`config.mk`:
```
export PLATFORM = sky130hd
export DESIGN_NAME = fcs_reduce
export DESIGN_NICKNAME = d
export VERILOG_FILES = /design/src/rtl/fcs_pkg.sv /design/src/rtl/fcs_reduce.sv
export SDC_FILE = /design/constraint.sdc
export NUM_CORES = 1
export LEC_CHECK = 0
export ABC_AREA = 1
export BUFFER_PORTS_ARGS = -buffer_cell sky130_fd_sc_hd__buf_4
export CAP_MARGIN = 20
export CELL_PAD_IN_SITES_DETAIL_PLACEMENT = 1
export CELL_PAD_IN_SITES_GLOBAL_PLACEMENT = 1
export CORE_MARGIN = 2
export CORE_UTILIZATION = 39
export DETAILED_ROUTE_END_ITERATION = 7
export PLACE_DENSITY_LB_ADDON = 0.1
export SLEW_MARGIN = 20
export SYNTH_ARGS = -nofsm -noshare
export SYNTH_HDL_FRONTEND = slang
export SYNTH_SLANG_ARGS = --single-unit
```
`constraint.sdc`:
```
create_clock -name clk -period 7.7 [get_ports clk]
set_input_delay 0.77 -clock clk [delete_from_list [all_inputs] [get_ports clk]]
set_output_delay 0.77 -clock clk [all_outputs]
set_load 0.01 [all_outputs]
```
`src/rtl/fcs_pkg.sv`:
```
// Shared types, constants and helper functions for the FAST corner score pipeline.
// Used by every module of the block; depends on nothing else.

package fcs_pkg;

  localparam int RING_MAX = 16;
  localparam int PIX_W    = 8;
  localparam int DIFF_W   = PIX_W + 1;
  localparam int GROUPS   = 4;
  localparam int GROUP_SZ = RING_MAX / GROUPS;

  // Configuration register indexes
  localparam logic CFG_IDX_MODE  = 1'b0;
  localparam logic CFG_IDX_FLOOR = 1'b1;

  // Raw mode register codes
  localparam logic [1:0] MODE_RING12 = 2'd1;
  localparam logic [1:0] MODE_RING8  = 2'd2;

  typedef logic signed [DIFF_W-1:0] diff_t;

  typedef enum logic [1:0] {
    RING16,
    RING12,
    RING8
  } ring_mode_t;

  typedef struct packed {
    ring_mode_t        mode;
    logic [PIX_W-1:0]  floor_val;
  } cfg_t;

  // Unused mode code falls back to the 16-point ring.
  function automatic ring_mode_t decode_mode(input logic [1:0] code);
    ring_mode_t m;
    case (code)
      MODE_RING12: m = RING12;
      MODE_RING8:  m = RING8;
      default:     m = RING16;
    endcase
    return m;
  endfunction

  // Reduce a ring position below 32 modulo the ring size.
  function automatic logic [3:0] wrap(input logic [4:0] x, input ring_mode_t m);
    logic [4:0] r;
    case (m)
      RING12: begin
        if (x >= 5'd24) begin
          r = x - 5'd24;
        end else if (x >= 5'd12) begin
          r = x - 5'd12;
        end else begin
          r = x;
        end
      end
      RING8:   r = {2'b00, x[2:0]};
      default: r = {1'b0, x[3:0]};
    endcase
    return r[3:0];
  endfunction

  function automatic diff_t smin(input diff_t a, input diff_t b);
    return (a < b) ? a : b;
  endfunction

  function automatic diff_t smax(input diff_t a, input diff_t b);
    return (a > b) ? a : b;
  endfunction

endpackage

```
`src/rtl/fcs_reduce.sv`:
```
// Stages 5 and 6: registered max tree over all arc values, then the floor and the
// final minus one. Depends on fcs_pkg.

module fcs_reduce
  import fcs_pkg::*;
(
  input  logic                   clk,
  input  logic                   rst,
  input  logic                   en,
  input  logic                   in_valid,
  input  cfg_t                   cfg_in,
  input  diff_t [RING_MAX-1:0]   bright,
  input  diff_t [RING_MAX-1:0]   dark,
  output logic                   out_valid,
  output logic [DIFF_W-1:0]      corner_score
);

  logic                  v5;
  cfg_t                  cfg5;
  diff_t [GROUPS-1:0]    grp, grp_next;
  diff_t                 top4;
  diff_t                 best;
  logic [DIFF_W-1:0]     score_next;

  // Each group folds four bright and four dark values: three compare levels.
  for (genvar g = 0; g < GROUPS; g++) begin : g_grp
    diff_t [GROUP_SZ-1:0] pm;
    for (genvar k = 0; k < GROUP_SZ; k++) begin : g_pair
      assign pm[k] = smax(bright[g*GROUP_SZ + k], dark[g*GROUP_SZ + k]);
    end
    assign grp_next[g] = smax(smax(pm[0], pm[1]), smax(pm[2], pm[3]));
  end

  assign top4       = smax(smax(grp[0], grp[1]), smax(grp[2], grp[3]));
  assign best       = smax(top4, diff_t'({1'b0, cfg5.floor_val}));
  assign score_next = best - diff_t'(1);

  always_ff @(posedge clk) begin
    if (rst) begin
      v5        <= 1'b0;
      out_valid <= 1'b0;
    end else if (en) begin
      v5        <= in_valid;
      out_valid <= v5;
    end
  end

  always_ff @(posedge clk) begin
    if (en) begin
      cfg5         <= cfg_in;
      grp          <= grp_next;
      corner_score <= score_next;
    end
  end

endmodule

```
== Word level (Yosys, flattened, before mapping) ==
Index checks and enable logic that the tools add are counted.

* Register bits after elaboration: 55
* Latch bits: 0
* RAM bits: 0
* Memory bits (read-only): 0
* Input port bits: 302
* Memories kept: 0

* $add $sub $neg: 1
* Multipliers: 0
* Divide/modulo/power cells: 0
* Magnitude comparators: 32
* Equal/unequal tests: 0
* Shift-type cells: 0
* Multiplexer cells: 32
* Bitwise gates (word level): 0
* Reduce and logical (&&, ||, !) cells: 0

{| class="wikitable"
|+ Operator list
! operator !! count
|-
| 9-bit > comparator || 32
|-
| 9-bit 2-to-1 mux || 32
|-
| 9-bit by 2-bit subtractor with 9-bit output (second input constant) || 1
|}

== Logic depth before layout (Yosys ltp) ==
Gate-level depths: netlist (run 1).

* Depth in word-level cells: 7
* Mapped depth: 42
* Gate-level depth less buffers: 42

== Worst setup path before layout (run 1) ==
OpenSTA, ideal clock, no wires.

* Path type: input to register
* Start point: in dark[137] (netlist name)
* End point: reg grp[33] (netlist name) (data pin)
* Setup time: 269 ps
* Arrival: 5560 ps
* Setup slack: 1871 ps
* Cell stages on the path: 36
* Buffers on the path: 3
* Cell sequence: inv_1 > ha_1 > nand2_1 > nor2_1 > a211oi_1 > o21ai_0 > a31oi_1 > o21ai_0 > o311ai_0 > clkbuf_1 > nand2_1 > o21ai_0 > ha_1 > a21oi_1 > o21a_1 > o21ai_0 > nand3_1 > nand2_1 > a2111oi_0 > a21oi_1 > o31ai_1 > clkbuf_1 > nand2_1 > o21ai_0 > ha_1 > a21oi_1 > o21ai_0 > nand2_1 > o211ai_1 > o21ai_0 > inv_1 > o22ai_1 > inv_1 > buf_1 > nand2_1 > o21ai_0

{| class="wikitable"
|+ RTL lines
! item !! line !! RTL
|-
| from (decl) || fcs_reduce.sv:13 || <nowiki>input diff_t [RING_MAX-1:0] dark,</nowiki>
|-
| to (signal assigned) || fcs_reduce.sv:51 || <nowiki>grp <= grp_next;</nowiki>
|-
| to (decl) || fcs_reduce.sv:20 || <nowiki>diff_t [GROUPS-1:0] grp, grp_next;</nowiki>
|}

==> metrics.md, run 1 <==
| Metric | Value |
|---|---|
| Layout Nets | `2,685` |
| Wire per inst | `14.7 um` |
| Postcts setup bufs | `0` |
| # H-tree levels | `2` |
| PwrDens | `452 mW/mm^2` |
| Starting Density | `39.3%` |
| CP most frequent cell | `o21ai_0` |
| Initial antenna violation count | `0` |
| Sequential share of the synthesized area | `13.6%` |
| CTS tree | `done` |
| I/O Buffers | `309` |
| Syn Area/Cell | `6.69 um^2` |
| Largest net degree at the start of global routing | `57` |
| Die area | `0.0321 mm^2` |
| Cells after Synth | `1,790` |
| Floorplan die width | `179 um` |
| Pins Over Slew Limit | `0` |
| Setup crit start kind | `input pin` |
| Floorplan row count | `64` |
| # setup viols final | `0` |
| Actual slew at the worst max-slew pin | `1.01 ns` |
| Cell Area, Placed | `0.0148 mm^2` |
| TritonCTS Sinks | `55` |
| Via count | `13,041` |
| GRT Overall Usage | `22.5%` |
| Clk buf depth | `2` |
| Fraction of layout cells with a size suffix above 1 | `18.5%` |
| Delay-heaviest family, CP | `compound AO/OA/AOI/OAI gates` |
| First-pass GRT wire length | `59.9 mm` |
| Reg clk slew, reported paths | `0.07 ns` |
| Share of the synthesized area in the top cell type | `30.0%` |
| FMAX | `0.149 GHz` |
| Global placer's final weighted congestion | `0.859` |
| Vias per cell | `5.23` |
| Critical path capture point type | `register` |
| Core area | `0.0304 mm^2` |
| Worst Hold Class | `reg2reg` |
| Die height | `179 um` |
| Unrepaired setup endpoints after global routing | `false` |
| WS Path Type | `in2reg` |
| Fin crit share | `87.5%` |
| CP max stage delay | `0.49 ns` |
| Yosys reg bits | `55` |
| GRT overflow | `0` |
| Area leader, netlist | `ha_1` |
| Worst skew pair latency | `0.31 ns` |
| Drt initial violations | `370` |
| CTS Buf Count | `5` |
| Setup TNS | `0 ns` |
| Ranking of synthesized cells by area | `ha_1 (30%), edfxtp_1 (13%), nand2_1 (11%)` |
| Leakage Power | `7.98 nW` |
| EDFF count, synth | `53` |
| Final Hold Vio Count | `0` |
| Post-layout min period | `6.73 ns` |
| Outcome | `complete, no violations` |
| Most used flip-flop cell after synthesis | `edfxtp_1` |
| Slew HR | `32.3%` |
| Critical Path Fanout Max | `16` |
| Routed Antenna Nets | `0` |
| Yosys warns | `0` |
| Post-Syn Area | `0.0120 mm^2` |
| Critical-path top delay cell | `o31a_1` |
| Hpwl dp | `33.1 mm` |
| Share of synthesized flip-flops with an asynchronous set or reset | `0%` |
| MaxCap Viol Count | `0` |
| Total iterations of the first detailed-routing run | `4` |
| Crit path DAT | `6.81 ns` |
| Max VDD drop | `0.484 mV` |
| Setup Skew | `0.00485 ns` |
| Area grow syn2layout | `25.2%` |
| Vias in the first global route | `13,395` |
| Bufs and invs on worst path | `5` |
| CP required | `7.77 ns` |
| IO Count | `312` |
| Syn_nets | `2,379` |
| # diodes | `0` |
| Residual DRC | `0` |
| PostCTS Resize Cnt | `0` |
| Unique masters post-synth | `45` |
| Post-cts hold buffer count | `0` |
| Routed Wire Length | `36.7 mm` |
| Post-route cell area | `0.0150 mm^2` |
| Clock Tree Root | `clkbuf_16` |
synthesized netlist by cell type, types with 6 or more instances:
cell type / count
nand2_1: 364
ha_1: 287
inv_1: 278
o21ai_0: 234
a21oi_1: 169
nor2_1: 117
edfxtp_1: 53
nand3_1: 51
nand4_1: 37
nand2_2: 23
a31oi_1: 20
clkbuf_1: 20
a211oi_1: 12
a21o_1: 12
nor3_1: 12
buf_1: 9
o31ai_1: 9
nor4_1: 8
o21a_1: 7
o311ai_0: 6
logic make-up (layout without fill, tap and decap cells):
group / Yosys count / in the layout / synth area share [%]
xor+xnor: 4 / 4 / 0.293
compound gates: 498 / 498 / 22.8
flops: 55 / 55 / 13.6
fa+ha+maj: 287 / 287 / 30.0
buf+inv: 309 / 616 / 9.70
simple gates: 637 / 637 / 23.6
area by class of cell:
| type | count | area, um^2 |
|---|---|---|
| Fill cell | 4090 | 15400 |
| Inverter | 279 | 1050 |
| Sequential cell | 55 | 1630 |
| Tap cell | 396 | 495 |
| Multi-Input combinational cell | 1426 | 9180 |
| Timing Repair Buffer | 329 | 2470 |
| Clock inverter | 3 | 43.8 |
| Clock buffer | 5 | 125 |
layout by cell type, fill, tap and decap left out, drive strengths merged, types with 3 or more instances in the layout:
cell type  count
nand2        391
buf          328
ha           287
inv          279
o21ai        237
a21oi        172
nor2         126
nand3         60
edfxtp        53
nand4         37
a31oi         20
a211oi        12
a21o          12
nor3          12
o311ai        10
o31ai          9
nor4           8
o21a           7
clkbuf         6
a21boi         4
o211ai         4
o22ai          4
o31a           3
per-layer routing:
metal	GRT usage (%)	part of all wire, %	wire (um)	vias up
met2	41.2	49	17800	236
met3	2.40	4.0	1480	33
li1	-	-	-	6789
met5	0	0	0	-
met1	28.8	46	17000	5983
met4	3.66	1.1	416	0
flip-flops by register name (all words and copies together) (netlist names):
signal        count
corner_score      9
out_valid         1
v5                1
grp              36
cfg5              8
power breakdown:
| part | internal (mW) | switching (mW) |
|---|---|---|
| clock | 0.154 | 0.113 |
| sequential | 0.643 | 0.0667 |
| combinational | 2.02 | 3.77 |
path summary, 6_finish.rpt:
path               startpoint                   endpoint  slack, ns  cells past startpoint
max                  dark[83]          grp[25]$_DFFE_PP_       0.97                     35
min           v5$_SDFFE_PP0P_     out_valid$_SDFFE_PP0P_       0.46                      2
max reg2reg  grp[8]$_DFFE_PP_  corner_score[4]$_DFFE_PP_       1.60                     32
min reg2reg   v5$_SDFFE_PP0P_     out_valid$_SDFFE_PP0P_       0.46                      2
worst reg2reg max path, delay by kind of cell, from the launching register on:
family,cells,cell delay (ns)
flops,1,0.46
buf+inv,4,0.48
fa+ha+maj,4,1.29
simple gates,14,1.94
xor+xnor,1,0.15
compound gates,9,1.55
through the flow:
| stage | power, mW | setup WS, ns | utilization, % | instances | hold slack [ns] |
|---|---|---|---|---|---|
| after floorplan | 5.12 | 1.87 | - | 1790 | 0.430 |
| after global placement | 6.24 | 1.06 | 48.7 | 2484 | 0.445 |
| after detailed placement | 6.54 | 0.806 | 48.7 | 2484 | 0.461 |
| after CTS | 6.84 | 1.08 | 49.2 | 2492 | 0.467 |
| after global routing | 7.71 | 0.372 | 49.3 | 2493 | 0.504 |
| final | 6.77 | 0.966 | 49.3 | 2493 | 0.463 |
(Power assumes the default switching activity.)
==> run 2: changes to the inputs <==
--- a/config.mk
+++ b/config.mk
@@ -10,10 +10,11 @@
 export CAP_MARGIN = 20
 export CELL_PAD_IN_SITES_DETAIL_PLACEMENT = 1
 export CELL_PAD_IN_SITES_GLOBAL_PLACEMENT = 1
-export CORE_MARGIN = 2
 export CORE_UTILIZATION = 39
 export DETAILED_ROUTE_END_ITERATION = 7
+export GPL_TIMING_DRIVEN = 0
 export PLACE_DENSITY_LB_ADDON = 0.1
+export RECOVER_POWER = 25
 export SLEW_MARGIN = 20
 export SYNTH_ARGS = -nofsm -noshare
 export SYNTH_HDL_FRONTEND = slang
==> run 2 against run 1 <==
Net effect:
- the run now ends with max-capacitance violations, max-slew violations left
- clock power down 11%
- die area down 2.2%
- largest cell class unchanged
- sequential share of layout area about the same
- non-clock buffer count up 10
- utilization up 0.57 points
- clock skew about the same
- largest power group unchanged
==> metrics.md, run 2 (synthesis results as in run 1) <==
| Metric | Value |
|---|---|
| Outcome | `finished, violations left (was complete, no violations)` |
| Failing checks | `max-capacitance violations, max-slew violations` |
| Worst skew pair latency | `0.31 ns (about the same)` |
| Commonest non-fill, non-tap cell in the layout | `nand2_1 (unchanged)` |
| Vias per cell | `5.29 (was 5.23)` |
| Largest registers | `grp: 36 flops, corner_score: 9 flops, cfg5: 8 flops (unchanged)` |
| Critical path capture point type | `register (unchanged)` |
| CP max stage delay | `0.35 ns (was 0.49 ns)` |
| Max reg flops | `36 (unchanged)` |
| Leakage Power | `7.91 nW (was 7.98 nW)` |
| GRT Overall Usage | `23.6% (was 22.5%)` |
| Global placer's final weighted congestion | `0.901 (was 0.859)` |
| WS Path Type | `in2reg (unchanged)` |
| Floorplan die width | `177 um (was 179 um)` |
| Setup TNS | `0 ns (unchanged)` |
| Initial antenna violation count | `0 (unchanged)` |
| # H-tree levels | `2 (unchanged)` |
| Core area | `0.0300 mm^2 (was 0.0304 mm^2)` |
| Clock Tree Root | `clkbuf_16 (unchanged)` |
| Floorplan row count | `63 (was 64)` |
| Unrepaired setup endpoints after global routing | `false (unchanged)` |
| Post-cts hold buffer count | `0 (unchanged)` |
| Met2 Usage GRT | `43.2% (was 41.2%)` |
| Fin crit share | `91.1% (was 87.5%)` |
| PostCTS Resize Cnt | `0 (unchanged)` |
| Final Hold Vio Count | `0 (unchanged)` |
| Reg2reg start | `grp[8]$_DFFE_PP_ (unchanged)` |
| Layout Nets | `2,695 (was 2,685)` |
| First-pass GRT wire length | `61.6 mm (was 59.9 mm)` |
| Die height | `177 um (was 179 um)` |
| R2R setup slack | `1.34 ns (was 1.60 ns)` |
| Post-layout min period | `7.01 ns (was 6.73 ns)` |
| Hold path cells | `2 (unchanged)` |
| Wire per inst | `14.8 um (was 14.7 um)` |
| Final hold slack | `0.459 ns (was 0.463 ns)` |
| Clk buf depth | `2 (unchanged)` |
| CTS Buf Count | `5 (unchanged)` |
| Drt initial violations | `391 (was 370)` |
| GRT met1 Usage | `30.1% (was 28.8%)` |
| MaxCap Viol Count | `1 (was 0)` |
| CTS tree | `done (unchanged)` |
| Via count | `13,197 (was 13,041)` |
| Routed Wire Length | `36.9 mm (was 36.7 mm)` |
| Pins Over Slew Limit | `57 (was 0)` |
| Critical Path Fanout Max | `10 (was 16)` |
| IO Count | `312 (unchanged)` |
| Routed Antenna Nets | `0 (unchanged)` |
| Total iterations of the first detailed-routing run | `5 (was 4)` |
| Starting Density | `40.0% (was 39.3%)` |
| Critical-path top delay cell | `o311ai_1 (was o31a_1)` |
| Worst Hold Class | `reg2reg (unchanged)` |
| PwrDens | `452 mW/mm^2 (about the same)` |
| CP required | `7.80 ns (was 7.77 ns)` |
| # diodes | `0 (unchanged)` |
| Area grow syn2layout | `24.7% (was 25.2%)` |
| Reg clk slew, reported paths | `0.07 ns (about the same)` |
| Residual DRC | `0 (unchanged)` |
| Critical R2R Capture | `corner_score[4]$_DFFE_PP_ (unchanged)` |
| Largest net degree at the start of global routing | `57 (unchanged)` |
| Actual slew at the worst max-slew pin | `2.95 ns (was 1.01 ns)` |
| TritonCTS Sinks | `55 (unchanged)` |
| Fillers | `4,050 (was 4,090)` |
| Max VDD drop | `0.536 mV (was 0.484 mV)` |
| Slew HR | `-97.0% (was 32.3%)` |
| # setup viols final | `0 (unchanged)` |
| Hold endpoint | `out_valid$_SDFFE_PP0P_ (unchanged)` |
| Vias in the first global route | `13,800 (was 13,395)` |
| Grt met3 use | `2.60% (was 2.40%)` |
| Die area | `0.0314 mm^2 (was 0.0321 mm^2)` |
| Min-Delay Startpoint | `out_valid$_SDFFE_PP0P_ (was v5$_SDFFE_PP0P_)` |
| Pwr Total | `6.74 mW (was 6.77 mW)` |
| GRT overflow | `0 (unchanged)` |
| Postcts setup bufs | `0 (unchanged)` |
| Setup crit start kind | `input pin (unchanged)` |
| Worst Setup SP | `dark[74] (was dark[83])` |
| Commonest non-fill, non-tap cells in the layout | `nand2_1 (364), buf_4 (300), ha_1 (287), inv_1 (278), o21ai_0 (234) (was nand2_1 (364), buf_4 (328), ha_1 (287), inv_1 (278), o21ai_0 (234))` |
| Largest reg by FF count | `grp (unchanged)` |
| FMAX | `0.143 GHz (was 0.149 GHz)` |
| Hpwl dp | `33.2 mm (was 33.1 mm)` |
| Reg2Reg Depth | `33 (was 32)` |
| GR peak layer | `met2 (unchanged)` |
| Crit path DAT | `7.12 ns (was 6.81 ns)` |
| CP most frequent cell | `o21ai_0 (unchanged)` |
| Fraction of layout cells with a size suffix above 1 | `17.5% (was 18.5%)` |
| Setup Skew | `0.00488 ns (was 0.00485 ns)` |
| I/O Buffers | `309 (unchanged)` |
[run 2: cell type report]
class | count | area (um^2) | area share (%)
buffer | 30 | 116 | 0.780
multi-input combinational | 1426 | 9180 | 61.5
clock buffer | 5 | 125 | 0.838
sequential | 55 | 1630 | 10.9
timing repair buffer | 309 | 2310 | 15.5
clock inverter | 3 | 26.3 | 0.176
inverter | 279 | 1050 | 7.02
tap | 390 | 488 | 3.27
[run 2: stage by stage]
step | area (um^2) | std cells | setup WS, ns | util (%)
floorplan | 12000 | 1790 | 1.87 | -
global placement | 14800 | 2489 | 0.564 | 49.3
detailed placement | 14800 | 2489 | 0.371 | 49.3
CTS | 14900 | 2497 | 0.672 | 49.8
global route | 14900 | 2497 | 0.0186 | 49.8
finish | 14900 | 2497 | 0.686 | 49.8
[run 2: power breakdown]
group | total [mW] | internal [mW] | leakage, nW | switching (mW)
Clock | 0.238 | 0.124 | 0.0752 | 0.114
Sequential | 0.706 | 0.644 | 0.534 | 0.0622
Combinational | 5.80 | 2.03 | 7.30 | 3.77
Total | 6.74 | 2.79 | 7.91 | 3.95
[run 2: how the worst max path moves through the flow]
stage | slack, ns | endpoint | depth (start not counted)
2_1_floorplan | 1.87 | grp[33]$_DFFE_PP_ | 36
3_3_place_gp | 0.56 | grp[21]$_DFFE_PP_ | 36
3_5_place_dp | 0.37 | grp[21]$_DFFE_PP_ | 36
4_1_cts | 0.67 | grp[30]$_DFFE_PP_ | 37
5_1_grt | 0.02 | grp[7]$_DFFE_PP_ | 37
6_report | 0.69 | grp[25]$_DFFE_PP_ | 38
[run 2: routing by layer]
metal / share of wire [%] / wire, um / vias up
met5: 0 / 0 / -
met4: 0.78 / 288 / 0
met3: 3.8 / 1410 / 25
met2: 49 / 17900 / 251
met1: 47 / 17200 / 6114
li1: - / - / 6807
[run 2: worst max-delay path: cells and delay by family]
family | cells | cell delay [ns]
AO/OA/AOI/OAI | 18 | 3.31
buffers and inverters | 7 | 1.17
adder cells (fa/ha/maj) | 3 | 0.95
AND/OR/NAND/NOR | 10 | 0.89
