File: config.mk
export PLATFORM = sky130hd
export DESIGN_NAME = fcs_diff
export DESIGN_NICKNAME = d
export VERILOG_FILES = /design/src/rtl/fcs_pkg.sv /design/src/rtl/fcs_diff.sv
export SDC_FILE = /design/constraint.sdc
export NUM_CORES = 1
export LEC_CHECK = 0
export BUFFER_PORTS_ARGS = -buffer_cell sky130_fd_sc_hd__buf_2
export CAP_MARGIN = 20
export CORE_MARGIN = 5
export CORE_UTILIZATION = 45
export DETAILED_ROUTE_END_ITERATION = 8
export PLACE_DENSITY = 0.78
export SYNTH_ARGS = -nofsm -noshare
export SYNTH_HDL_FRONTEND = slang
export SYNTH_SLANG_ARGS = --single-unit
File: constraint.sdc
create_clock -name clk -period 2.6 [get_ports clk]
set_input_delay 0.26 -clock clk [delete_from_list [all_inputs] [get_ports clk]]
set_output_delay 0.26 -clock clk [all_outputs]
set_load 0.1 [all_outputs]
File: src/rtl/fcs_pkg.sv
// Shared types, constants and helper functions for the FAST corner score pipeline.
// Used by every module of the block; depends on nothing else.

package fcs_pkg;

  localparam int RING_MAX = 16;
  localparam int PIX_W    = 8;
  localparam int DIFF_W   = PIX_W + 1;
  localparam int GROUPS   = 4;
  localparam int GROUP_SZ = RING_MAX / GROUPS;

  // Configuration register indexes
  localparam logic CFG_IDX_MODE  = 1'b0;
  localparam logic CFG_IDX_FLOOR = 1'b1;

  // Raw mode register codes
  localparam logic [1:0] MODE_RING12 = 2'd1;
  localparam logic [1:0] MODE_RING8  = 2'd2;

  typedef logic signed [DIFF_W-1:0] diff_t;

  typedef enum logic [1:0] {
    RING16,
    RING12,
    RING8
  } ring_mode_t;

  typedef struct packed {
    ring_mode_t        mode;
    logic [PIX_W-1:0]  floor_val;
  } cfg_t;

  // Unused mode code falls back to the 16-point ring.
  function automatic ring_mode_t decode_mode(input logic [1:0] code);
    ring_mode_t m;
    case (code)
      MODE_RING12: m = RING12;
      MODE_RING8:  m = RING8;
      default:     m = RING16;
    endcase
    return m;
  endfunction

  // Reduce a ring position below 32 modulo the ring size.
  function automatic logic [3:0] wrap(input logic [4:0] x, input ring_mode_t m);
    logic [4:0] r;
    case (m)
      RING12: begin
        if (x >= 5'd24) begin
          r = x - 5'd24;
        end else if (x >= 5'd12) begin
          r = x - 5'd12;
        end else begin
          r = x;
        end
      end
      RING8:   r = {2'b00, x[2:0]};
      default: r = {1'b0, x[3:0]};
    endcase
    return r[3:0];
  endfunction

  function automatic diff_t smin(input diff_t a, input diff_t b);
    return (a < b) ? a : b;
  endfunction

  function automatic diff_t smax(input diff_t a, input diff_t b);
    return (a > b) ? a : b;
  endfunction

endpackage

File: src/rtl/fcs_diff.sv
// Stage 1: centre minus ring pixel for every ring position, ring wrapped by mode.
// Depends on fcs_pkg.

module fcs_diff
  import fcs_pkg::*;
(
  input  logic                         clk,
  input  logic                         rst,
  input  logic                         en,
  input  logic                         in_valid,
  input  cfg_t                         cfg_in,
  input  logic [PIX_W-1:0]             center_pixel,
  input  logic [63:0]                  ring_low,
  input  logic [63:0]                  ring_high,
  output logic                         out_valid,
  output cfg_t                         cfg_out,
  output diff_t [RING_MAX-1:0]         diff
);

  logic [127:0]               ring_all;
  diff_t [RING_MAX-1:0]       diff_next;

  assign ring_all = {ring_high, ring_low};

  // Positions past the ring size repeat the ring, so later windows need no masking.
  for (genvar s = 0; s < RING_MAX; s++) begin : g_tap
    logic [3:0]       idx;
    logic [PIX_W-1:0] pix;
    assign idx          = wrap(5'(s), cfg_in.mode);
    assign pix          = ring_all[{idx, 3'b000} +: PIX_W];
    assign diff_next[s] = diff_t'({1'b0, center_pixel}) - diff_t'({1'b0, pix});
  end

  always_ff @(posedge clk) begin
    if (rst) begin
      out_valid <= 1'b0;
    end else if (en) begin
      out_valid <= in_valid;
    end
  end

  always_ff @(posedge clk) begin
    if (en) begin
      cfg_out <= cfg_in;
      diff    <= diff_next;
    end
  end

endmodule

# Word level (Yosys, flattened, before mapping)
# Cells that the tools add are included.
# op_classes
n_div,0
n_reduce_logical,0
n_mux,8
eq_ne,2
n_bitwise,0
addsub,16
shift,8
mul,0
magnitude_cmp,0
# ops
cell,n
$shiftx A128 B8 Y8,8
$sub A8 B8 Y9,16
$pmux W4 S2,4
$mux W4,4
$eq A2 B1 Y1 const B,1
$eq A2 B2 Y1 const B,1
# totals
out_inout_bits,155
mem_count,0
latch_bits,0
in_bits,150
reg_bits,155
ram_bits,0
word_cells,53
mem_bits_ro,0

# Longest topological paths before layout
# Gate-level depths: netlist of the first run.
# logic_depth
depth_word,4
ltp_mapped,14
mapped_depth_nobuf,11

# Least setup slack after synthesis of the first run
# No wires, ideal clock.
# synth_path
path_type,input to register
startpoint,input cfg_in[8] (netlist name)
endpoint,"register diff[114] (netlist name), data pin"
arrival_ps,2505
path_stages,13
setup_slack_ps,-166
required_time_ps,2340
setup_time_ps,260
path_buffers,2
cell_sequence,inv_1 > ha_1 > buf_2 > buf_6 > mux4_2 > ha_1 > inv_1 > fa_1 > a21o_1 > a21oi_2 > nor2_1 > a211oi_2 > xnor2_1
# synth_rtl
item,line,text
"start, declared",fcs_diff.sv:11,"input cfg_t cfg_in,"
"end signal, assigned",fcs_diff.sv:45,diff <= diff_next;
"end, declared",fcs_diff.sv:17,output diff_t [RING_MAX-1:0] diff

==> summary.txt, run 1 <==
Compound-Gate Fraction of Synth Area -> 12.7%
max_cap viols -> 0
Leak Pwr -> 6.58 nW
syn avg cell area -> 11.7 um^2
P per Cell Area -> 815 nW/um^2
largest net degree at the start of global routing -> 48
Netlist Area Pre-Place -> 11100 um^2
Worst Path Max Fanout -> 8
CTS buffer count -> 17
Peak supply drop -> 586 uV
CTS tree -> done
area post-placement -> 13700 um^2
footprint of the multi-input gates -> 5900 um^2
worst-margin pin slew -> 0.603 ns
# IOs -> 305
Synth Instances -> 949
cts repair resizes -> 0
Horiz. Die Dim -> 167 um
Vias per Instance -> 5.32
Port-buffer cells -> 304
Async S/R FF share, synth -> 0%
Syn-to-layout area delta -> 29.3%
Netlist cell types -> 51
Final ANT Viol Nets -> 0
R2R depth -> 2
cts hold-fix bufs -> 8
synth warn -> 0
Core Box Area -> 24300 um^2
die area -> 27900 um^2
final worst slack -> 0.0938 ns
final net count -> 1642
register area -> 4640 um^2
final std cells w/o fill -> 1684
Clock Path Buffers -> 2
Synth Area in Adders -> 17.6%
Rel. slew slack -> 59.8%
clk_lat worst skew -> 0.42 ns
worst hold slack -> 0.0161 ns
drt initial violations -> 677
final cell area excluding filler cells -> 14400 um^2
Min-Delay Path Class -> in2reg
EDFF count, synth -> 154
initial antenna violation count -> 7
RSZ-0062 raised after global routing -> false
crit path capture type -> register
wire per inst -> 18.9 um
Final Setup Violations -> 0
post-synthesis mux area share -> 9.60%
site row count -> 57
CTS Sinks -> 155
hold depth -> 1
f_max -> 399 MHz
Synth Area in Simple Gates -> 7.10%
Fin Clk Skew -> 0 ns
min Tclk post-route -> 2.51 ns
WP data arrival -> 2.71 ns
clk slew on worst S/H paths -> 0.07 ns
Root Buffer -> clkbuf_16
largest area contributor in the netlist -> edfxtp_1
Synth Flop Type -> edfxtp_1
Die Ht -> 167 um
period utilization -> 96.4%
TritonRoute pass-1 iters -> 7
pre-CTS setup slack -> -0.306 ns
gr usage total -> 22.3%
Initial Utilization -> 45.7%
drt total wl -> 31.9 mm
routed vias -> 8964
DRC -> 0
syn nets -> 1246
RePlAce Congestion -> 0.956
status -> finished clean
max-slew violations -> 0
Post CTS Setup Buffer Count -> 0
HPWL after detailed placement -> 25.5 mm
CP Class -> in2reg
first-pass GRT wire length -> 49.0 mm
H-tree lvl count -> 4
top cells by area, synth -> edfxtp_1 (42%), ha_1 (15%), mux4_2 (6.5%)
Final Hold Fails -> 0
Worst EP required -> 2.80 ns
largest family of logic cells by synthesized area -> adder cells
top cell type's share of synthesized area -> 41.6%
vias in the first global route -> 9224
TNS Setup -> 0 ns
Fillers -> 2027
Startpoint Class -> input port
total gr overflow -> 0
sequential element share of the synthesized area -> 41.8%
proportion of layout cells with a drive suffix above 1 -> 35.3%
post-synthesis register bit count -> 155
Cells after DPL -> 1642
Post-Synth XOR/XNOR Area -> 5.60%
## stage by stage
stage | utilization, % | power, mW
global route | 59.0 | 12.2
finish | 59.0 | 11.7
CTS | 59.0 | 11.7
detailed placement | 56.2 | 9.03
global placement | 56.2 | 8.96
floorplan | - | 7.85
## flip-flops by register name, indices dropped and copies added (netlist names)
name and cells:
cfg_out 10, diff 144, out_valid 1
## cells by family (layout without fill, tap and decap cells)
family,Yosys count,in the layout
buffers and inverters,152,561
AOI/OAI and AO/OA,195,195
muxes,66,66
xor gates and xnor gates,71,71
adders and majority gates,147,147
DFF,155,155
other,0,2
and+or+nand+nor,163,163
## cell usage after synthesis (3+ instances only)
library cell  count
o41ai_2           9
buf_4             3
nand3_1           4
ha_1            131
o211ai_1         11
nor2b_1          24
o2bb2ai_1         9
xnor2_1          56
nand2_1          24
mux2i_1          30
nor2_1           66
a2bb2oi_1         5
o21a_1           24
o41ai_1           4
o31a_1            4
edfxtp_1        154
o21ai_1          24
a21o_1           11
a311o_1           4
xor2_1           15
a21boi_1         20
nand2b_1         15
fa_1             16
buf_6             3
mux4_2           32
a21oi_2           4
o21ai_0          18
nor3_1           16
mux2_2            4
buf_2             5
inv_1           141
a21oi_1          36
## power breakdown
| part | switching [mW] | internal (mW) | total (mW) |
|---|---|---|---|
| logic | 4.23 | 1.37 | 5.59 |
| clock network | 1.16 | 1.53 | 2.70 |
| registers | 0.114 | 3.30 | 3.41 |
| total | 5.50 | 6.20 | 11.7 |
## routing by layer
layer  vias to the layer above  share of wire, %  global-route usage (%)
met1                      4256                42                    29.0
met2                       367                47                    36.7
met4                        10               2.8                    7.51
met3                        69               7.8                    5.54
li1                       4262                 -                       -
met5                         -              0.15                       0
## worst paths after layout
| kind | startpoint | end | slack (ns) |
|---|---|---|---|
| min reg2reg | out_valid | out_valid | 0.50 |
| min | cfg_in[0] | cfg_out[0] | 0.02 |
| max reg2reg | out_valid | out_valid | 2.02 |
| max | cfg_in[8] | diff[125] | 0.09 |
## cells in the final DEF, fill, tap and decap left out, types with 20 or more instances in the layout
cell / instances
buf_4: 70
nor2b_1: 23
mux4_2: 32
edfxtp_1: 154
a21boi_1: 20
nand2_1: 24
o21ai_1: 24
a21oi_1: 34
ha_1: 128
buf_2: 303
inv_1: 139
xnor2_1: 56
o21a_1: 24
nor2_1: 66
mux2i_1: 30
## critical path: stages
cell and delay, ns:
buf_2 0.15, buf_4 0.14, ha_2 0.20, buf_4 0.18, mux4_2 0.33, ha_1 0.16
inv_1 0.05, fa_1 0.40, a21o_1 0.21, a21oi_2 0.16, o21ai_1 0.12, o41ai_1 0.33
## area by class of cell
| cell class | instances | share of cell area (%) |
|---|---|---|
| repair buffers | 388 | 15.7 |
| clock inverters | 15 | 1.31 |
| inverters | 141 | 3.77 |
| clock buffers | 17 | 2.96 |
| diodes | 2 | 0.0349 |
| flip-flops and latches | 155 | 32.3 |
| well taps | 324 | 2.82 |
| multi-input cells | 642 | 41.1 |
Power figures use the tool's default switching activity.
==> run 2, diff against run 1 <==
- CELL_PAD_IN_SITES_DETAIL_PLACEMENT: unset -> 2
- CELL_PAD_IN_SITES_GLOBAL_PLACEMENT: unset -> 2
- CORE_UTILIZATION: 45 -> 31
- PLACE_DENSITY: 0.78 -> 0.83
==> summary.txt, run 2 (synthesized netlist as in run 1, its figures left out) <==
status -> finished clean
Cells after DPL -> 1786 (+8.8%)
DRC -> 0 (unchanged)
routed vias -> 9240 (+3.1%)
FF-to-FF setup slack -> 1.97 ns (-0.05 ns)
Port-buffer cells -> 304 (unchanged)
Die Ht -> 199 um (+19%)
max-slew violations -> 0 (unchanged)
TNS Setup -> 0 ns (unchanged)
crit path capture type -> register
Syn-to-layout area delta -> 31.9%
biggest regs -> diff x144, cfg_out x10, out_valid x1
Startpoint Class -> input port
Largest register FFs -> 144 (unchanged)
final std cells w/o fill -> 1830 (+8.7%)
Initial Utilization -> 31.3% (-14 points)
Horiz. Die Dim -> 199 um (+19%)
Root Buffer -> clkbuf_16
clk slew on worst S/H paths -> 0.06 ns (about the same)
drt initial violations -> 232 (-66%)
gr usage total -> 21.0% (-1.3 points)
Clock Path Buffers -> 2 (unchanged)
# IOs -> 305 (unchanged)
vias in the first global route -> 10700 (+16%)
initial antenna violation count -> 8 (+1)
hold depth -> 1 (unchanged)
H-tree lvl count -> 4 (unchanged)
Final Hold Fails -> 0 (unchanged)
Fin Clk Skew -> 0 ns (unchanged)
Leak Pwr -> 6.63 nW (+0.75%)
clk_lat worst skew -> 0.44 ns (+0.02 ns)
post-layout util -> 41.3% (-18 points)
Final ANT Viol Nets -> 0 (unchanged)
CP Cell Sequence -> buf_2 -> buf_4 -> ha_2 -> buf_4 -> mux4_2 -> ha_2 -> inv_1 -> fa_1 -> a21o_1 -> a21oi_2 -> o21ai_2 -> nor2_1 -> xnor2_1
CTS tree -> done
Rel. slew slack -> 57.2% (-2.6 points)
P per Cell Area -> 819 nW/um^2 (+0.49%)
first-pass GRT wire length -> 62.6 mm (+28%)
max_cap viols -> 0 (unchanged)
pre-CTS setup slack -> -0.374 ns (-0.0684 ns)
drt total wl -> 42.2 mm (+32%)
Peak supply drop -> 665 uV (+13%)
Worst EP required -> 2.80 ns (about the same)
commonest non-fill, non-tap cell in the layout -> buf_2
critical path depth -> 13 (+1)
R2R depth -> 2 (unchanged)
Vias per Instance -> 5.05 (-5.1%)
Core Box Area -> 35500 um^2 (+46%)
CP bufs+invs -> 4 (unchanged)
Min-Delay Path Class -> in2reg
Reg2Reg Capture Point -> out_valid
site row count -> 69 (+21%)
CP startpoint -> cfg_in[8]
Worst Path Max Fanout -> 7 (-1)
total gr overflow -> 0 (unchanged)
most frequent cells in the layout -> buf_2 (303), edfxtp_1 (154), inv_1 (139), ha_1 (127), buf_4 (74)
CP Class -> in2reg
CP max stage delay -> 0.39 ns (about the same)
CTS buffer count -> 17 (unchanged)
met3 Resource Use GR -> 5.46% (-0.077 points)
period utilization -> 97.7% (+1.3 points)
Final Setup Violations -> 0 (unchanged)
WP data arrival -> 2.74 ns (+0.03 ns)
final worst slack -> 0.0601 ns (-0.0336 ns)
Most Used Layer, Global Route -> met2
Post CTS Setup Buffer Count -> 0 (unchanged)
wire per inst -> 23.0 um (+22%)
largest net degree at the start of global routing -> 55 (+15%)
Critical R2R Launch -> out_valid
die area -> 39700 um^2 (+42%)
final net count -> 1650 (+0.49%)
HPWL after detailed placement -> 33.7 mm (+32%)
most flop-heavy register -> diff
RePlAce Congestion -> 0.841 (-12%)
GR Layer Usage met2 -> 36.7% (about the same)
CTS Sinks -> 155 (unchanged)
crit path to -> diff[123]
GR met1 Demand/Resource -> 25.4% (-3.6 points)
Crit path max-delay family -> adder cells
TritonRoute pass-1 iters -> 4 (-3)
f_max -> 394 MHz (-1.3%)
worst-margin pin slew -> 0.642 ns (+0.0395 ns)
proportion of layout cells with a drive suffix above 1 -> 35.6% (+0.31 points)
slowest stage cell, crit path -> fa_1
min Tclk post-route -> 2.54 ns (+0.0336 ns)
==> run 2: cell count changes in the layout (fill, tap and decap cells not counted), moves of 2 or more <==
cell      delta
buf_12       +2
clkinv_2     -2
buf_4        +4
inv_6        -2
clkinv_1     +2
==> run 2: routing by layer <==
layer,share of wire (%),up-vias
li1,-,4271
met1,41,4635
met2,50,260
met4,2.7,12
met5,0.18,-
met3,6.2,62
==> run 2: where the power goes <==
part | leakage, nW | total [mW] | internal, mW | switching [mW]
Sequential | 1.52 | 3.43 | 3.30 | 0.132
Clock | 0.293 | 2.75 | 1.61 | 1.14
Combinational | 4.82 | 5.81 | 1.41 | 4.40
Total | 6.63 | 12.0 | 6.32 | 5.67
==> run 2: how the worst min path moves through the flow <==
stage / end / from / slack, ns
3_5_place_dp: cfg_out[1] / cfg_in[1] / 0.44
3_3_place_gp: out_valid / rst / 0.42
6_report: cfg_out[9] / cfg_in[9] / 0.11
5_1_grt: cfg_out[9] / cfg_in[9] / 0.09
4_1_cts: cfg_out[9] / cfg_in[9] / 0.08
2_1_floorplan: out_valid / rst / 0.33
==> run 2: final cells by class <==
type                    instances  area (um^2)
fillers                      3719        20800
multi-input cells             642         5910
flip-flops and latches        155         4640
repair buffers                396         2340
well taps                     461          577
inverters                     141          542
clock buffers                  18          429
clock inverters                14          194
diodes                          3         7.51
==> run 2: worst reg2reg max path: cells and delay by family, from the launching register on <==
family / cells / cell delay, ns
flops: 1 / 0.31
mux: 1 / 0.14
simple gates: 1 / 0.07
==> run 2: per-stage QoR <==
step | hold WS [ns] | power (mW) | instance area (um^2)
global placement | 0.419 | 9.09 | 13900
finish | 0.106 | 12.0 | 14600
global route | 0.0852 | 12.5 | 14600
CTS | 0.0767 | 12.1 | 14600
floorplan | 0.332 | 7.85 | 11200
detailed placement | 0.441 | 9.28 | 13900
==> run 2: what timing repair did <==
item                                    in CTS  in global routing
endpoints found under the hold margin        9                  0
hold buffers                                 9                  0
endpoints found under the setup margin       0                  3
resized for setup                            0                  4
==> run 3, diff against run 2 <==
- ABC_AREA: unset -> 1
- CORE_UTILIZATION: 31 -> 28
==> summary.txt, run 3 <==
Netlist cell types -> 26 (-49%)
gr usage total -> 21.3% (+0.27 points)
NetSw -> 5.81 mW (+2.4%)
H-tree lvl count -> 4 (unchanged)
Comb pwr share -> 49.0% (+0.6 points)
Leak Pwr -> 7.78 nW (+17%)
biggest regs -> diff x144, cfg_out x10, out_valid x1
max-slew violations -> 0 (unchanged)
Reg power frac -> 29.3% (+0.7 points)
Final ANT Viol Nets -> 0 (unchanged)
DRC -> 0 (unchanged)
Netlist Area Pre-Place -> 11800 um^2 (+6.5%)
site row count -> 75 (+8.7%)
TritonRoute pass-1 iters -> 5 (+1)
post-layout util -> 35.7% (-5.6 points)
commonest non-fill, non-tap cell in the layout -> nand2_1
Root Buffer -> clkbuf_16
most flop-heavy register -> diff
f_max -> 437 MHz (+11%)
metal3 WL -> 1.46 mm (-44%)
area post-placement -> 14200 um^2 (+2.4%)
clk slew on worst S/H paths -> 0.06 ns (about the same)
Internal Power -> 5.94 mW (-6.1%)
proportion of layout cells with a drive suffix above 1 -> 20.4% (-15 points)
syn avg cell area -> 7.94 um^2 (-32%)
die area -> 46500 um^2 (+17%)
synth warn -> 0 (unchanged)
CP bufs+invs -> 4 (unchanged)
Crit path max-delay family -> buffers and inverters
Fillers -> 4841 (+30%)
top cells by area, synth -> edfxtp_1 (39%), nand2_1 (15%), ha_1 (14%)
Final Setup Violations -> 0 (unchanged)
RSZ-0062 raised after global routing -> false
Die Ht -> 216 um (+8.2%)
Horiz. Die Dim -> 216 um (+8.2%)
drt total wl -> 50.2 mm (+19%)
syn nets -> 1787 (+43%)
sequential element share of the synthesized area -> 39.3% (-2.6 points)
total gr overflow -> 0 (unchanged)
clk_lat worst skew -> 0.45 ns (about the same)
WL met2 -> 25.7 mm (+23%)
crit path capture type -> register
Core Box Area -> 41900 um^2 (+18%)
Sw Ratio -> 49.4% (+2.2 points)
Final Hold Fails -> 0 (unchanged)
first-pass GRT wire length -> 75.7 mm (+21%)
wire per inst -> 21.0 um (-8.6%)
final net count -> 2127 (+29%)
commonest cells in the netlist -> nand2_1 (462), inv_1 (252), edfxtp_1 (154)
most frequent cells in the layout -> nand2_1 (462), buf_2 (303), inv_1 (252), edfxtp_1 (154), ha_1 (130)
Fin Clk Skew -> 0 ns (unchanged)
worst-margin pin slew -> 0.726 ns (+0.0834 ns)
Async S/R FF share, synth -> 0% (unchanged)
CP max stage delay -> 0.36 ns (-0.03 ns)
Rel. slew slack -> 51.6% (-5.6 points)
register area -> 4640 um^2 (unchanged)
Port-buffer cells -> 304 (unchanged)
min Tclk post-route -> 2.29 ns (-0.250 ns)
CTS buffer count -> 17 (unchanged)
footprint of the multi-input gates -> 6090 um^2 (+3.0%)
Worst EP required -> 2.80 ns (about the same)
max_cap viols -> 0 (unchanged)
WP data arrival -> 2.49 ns (-0.25 ns)
Clock Power Share -> 21.8% (-1.2 points)
status -> finished clean
RePlAce Congestion -> 0.884 (+5.1%)
routed vias -> 11400 (+24%)
CTS tree -> done
Synth Flop Type -> edfxtp_1
HPWL after detailed placement -> 40.1 mm (+19%)
CP Cell Sequence -> buf_2 -> inv_1 -> ha_1 -> buf_4 -> inv_4 -> a21oi_1 -> nand2_1 -> o21ai_1 -> ha_1 -> a21oi_1 -> nand2_1 -> nand2_1 -> nand2_1 -> nand2_1 -> nand2_1
# IOs -> 305 (unchanged)
slowest stage cell, crit path -> ha_1
drt initial violations -> 406 (+75%)
period utilization -> 88.1% (-9.6 points)
post-synthesis register bit count -> 155 (unchanged)
cts repair resizes -> 0 (unchanged)
Design Power -> 11.7 mW (-2.1%)
Clock Path Buffers -> 2 (unchanged)
top cell type's share of synthesized area -> 39.1% (-2.5 points)
CTS Sinks -> 155 (unchanged)
worst hold slack -> 0.0470 ns (-0.0593 ns)
Min-Delay Path Class -> in2reg
P per Cell Area -> 787 nW/um^2 (-3.9%)
CP Class -> in2reg
final cell area excluding filler cells -> 14900 um^2 (+1.9%)
Syn-to-layout area delta -> 26.2%
DRT met1 WL -> 21.4 mm (+22%)
Worst Path Max Fanout -> 28 (+21)
largest net degree at the start of global routing -> 89 (+62%)
most frequent cell after synthesis -> nand2_1
Vias per Instance -> 4.79 (-5.1%)
largest area contributor in the netlist -> edfxtp_1
initial antenna violation count -> 5 (-3)
Startpoint Class -> input port
vias in the first global route -> 12900 (+20%)
Synth Instances -> 1490 (+57%)
Initial Utilization -> 28.3% (-3.0 points)
max layer used -> met4
Peak supply drop -> 441 uV (-34%)
most used cell, CP -> nand2_1
EDFF count, synth -> 154 (unchanged)
Largest register FFs -> 144 (unchanged)
## run 3: cell types whose count changed in the layout (fill, tap and decap cells not counted), moves of 29 or more
cell,change
nand3_1,+65
mux2i_1,-29
mux4_2,-32
inv_1,+113
a21oi_1,+94
buf_4,-48
nand2_1,+438
## run 3: tightest hold or removal path, cell delays in order
cell and delay (ns):
buf_2 0.08, mux2i_1 0.06, nor2_1 0.07
## run 3: per-layer routing
layer | global-route usage, % | vias to the layer above
met2 | 38.8 | 229
li1 | - | 5500
met3 | 3.24 | 72
met1 | 25.1 | 5615
met4 | 8.38 | 0
met5 | 0 | -
## run 3: power by group through the flow
stage	Clock, mW	Combinational (mW)	Sequential [mW]
finish	2.56	5.75	3.44
CTS	2.65	5.80	3.44
detailed placement	0	5.75	3.49
global placement	0	5.56	3.47
global route	2.74	6.10	3.47
floorplan	0	1.54	6.29
## run 3: final timing paths
check	to	start	cells past startpoint	slack (ns)
worst max-delay path	diff[131]	cfg_in[8]	15	0.31
worst min-delay path	out_valid	in_valid	3	0.05
worst max register to register	out_valid	out_valid	2	2.01
worst min register to register	out_valid	out_valid	2	0.51
## run 3: cells by family after synthesis
family	count (synthesis)	synth area share (%)
and+or+nand+nor	651	22.2
buffers and inverters	280	9.36
AOI/OAI and AO/OA	208	8.95
xor gates and xnor gates	48	3.55
DFF	155	39.3
adders and majority gates	147	16.6
muxes	1	0.0846
## run 3: area by class of cell
class	count	area share [%]
repair buffers	347	13.2
multi-input cells	1055	40.8
diodes	4	0.0671
clock buffers	17	2.85
inverters	254	6.40
flip-flops and latches	155	31.1
clock inverters	12	1.02
well taps	539	4.52
## run 3: stage by stage
step	setup TNS (ns)	instances	setup WS, ns
6_report	0	2383	0.310
5_1_grt	0	2382	0.169
4_1_cts	0	2379	0.328
3_5_place_dp	-2.09	2341	-0.162
3_3_place_gp	-0.118	2341	-0.0361
2_1_floorplan	0	1490	0.318
## run 3: timing repair
action	in CTS	in global routing
setup buffers	0	0
hold buffers	9	0
hold endpoints to repair	9	0
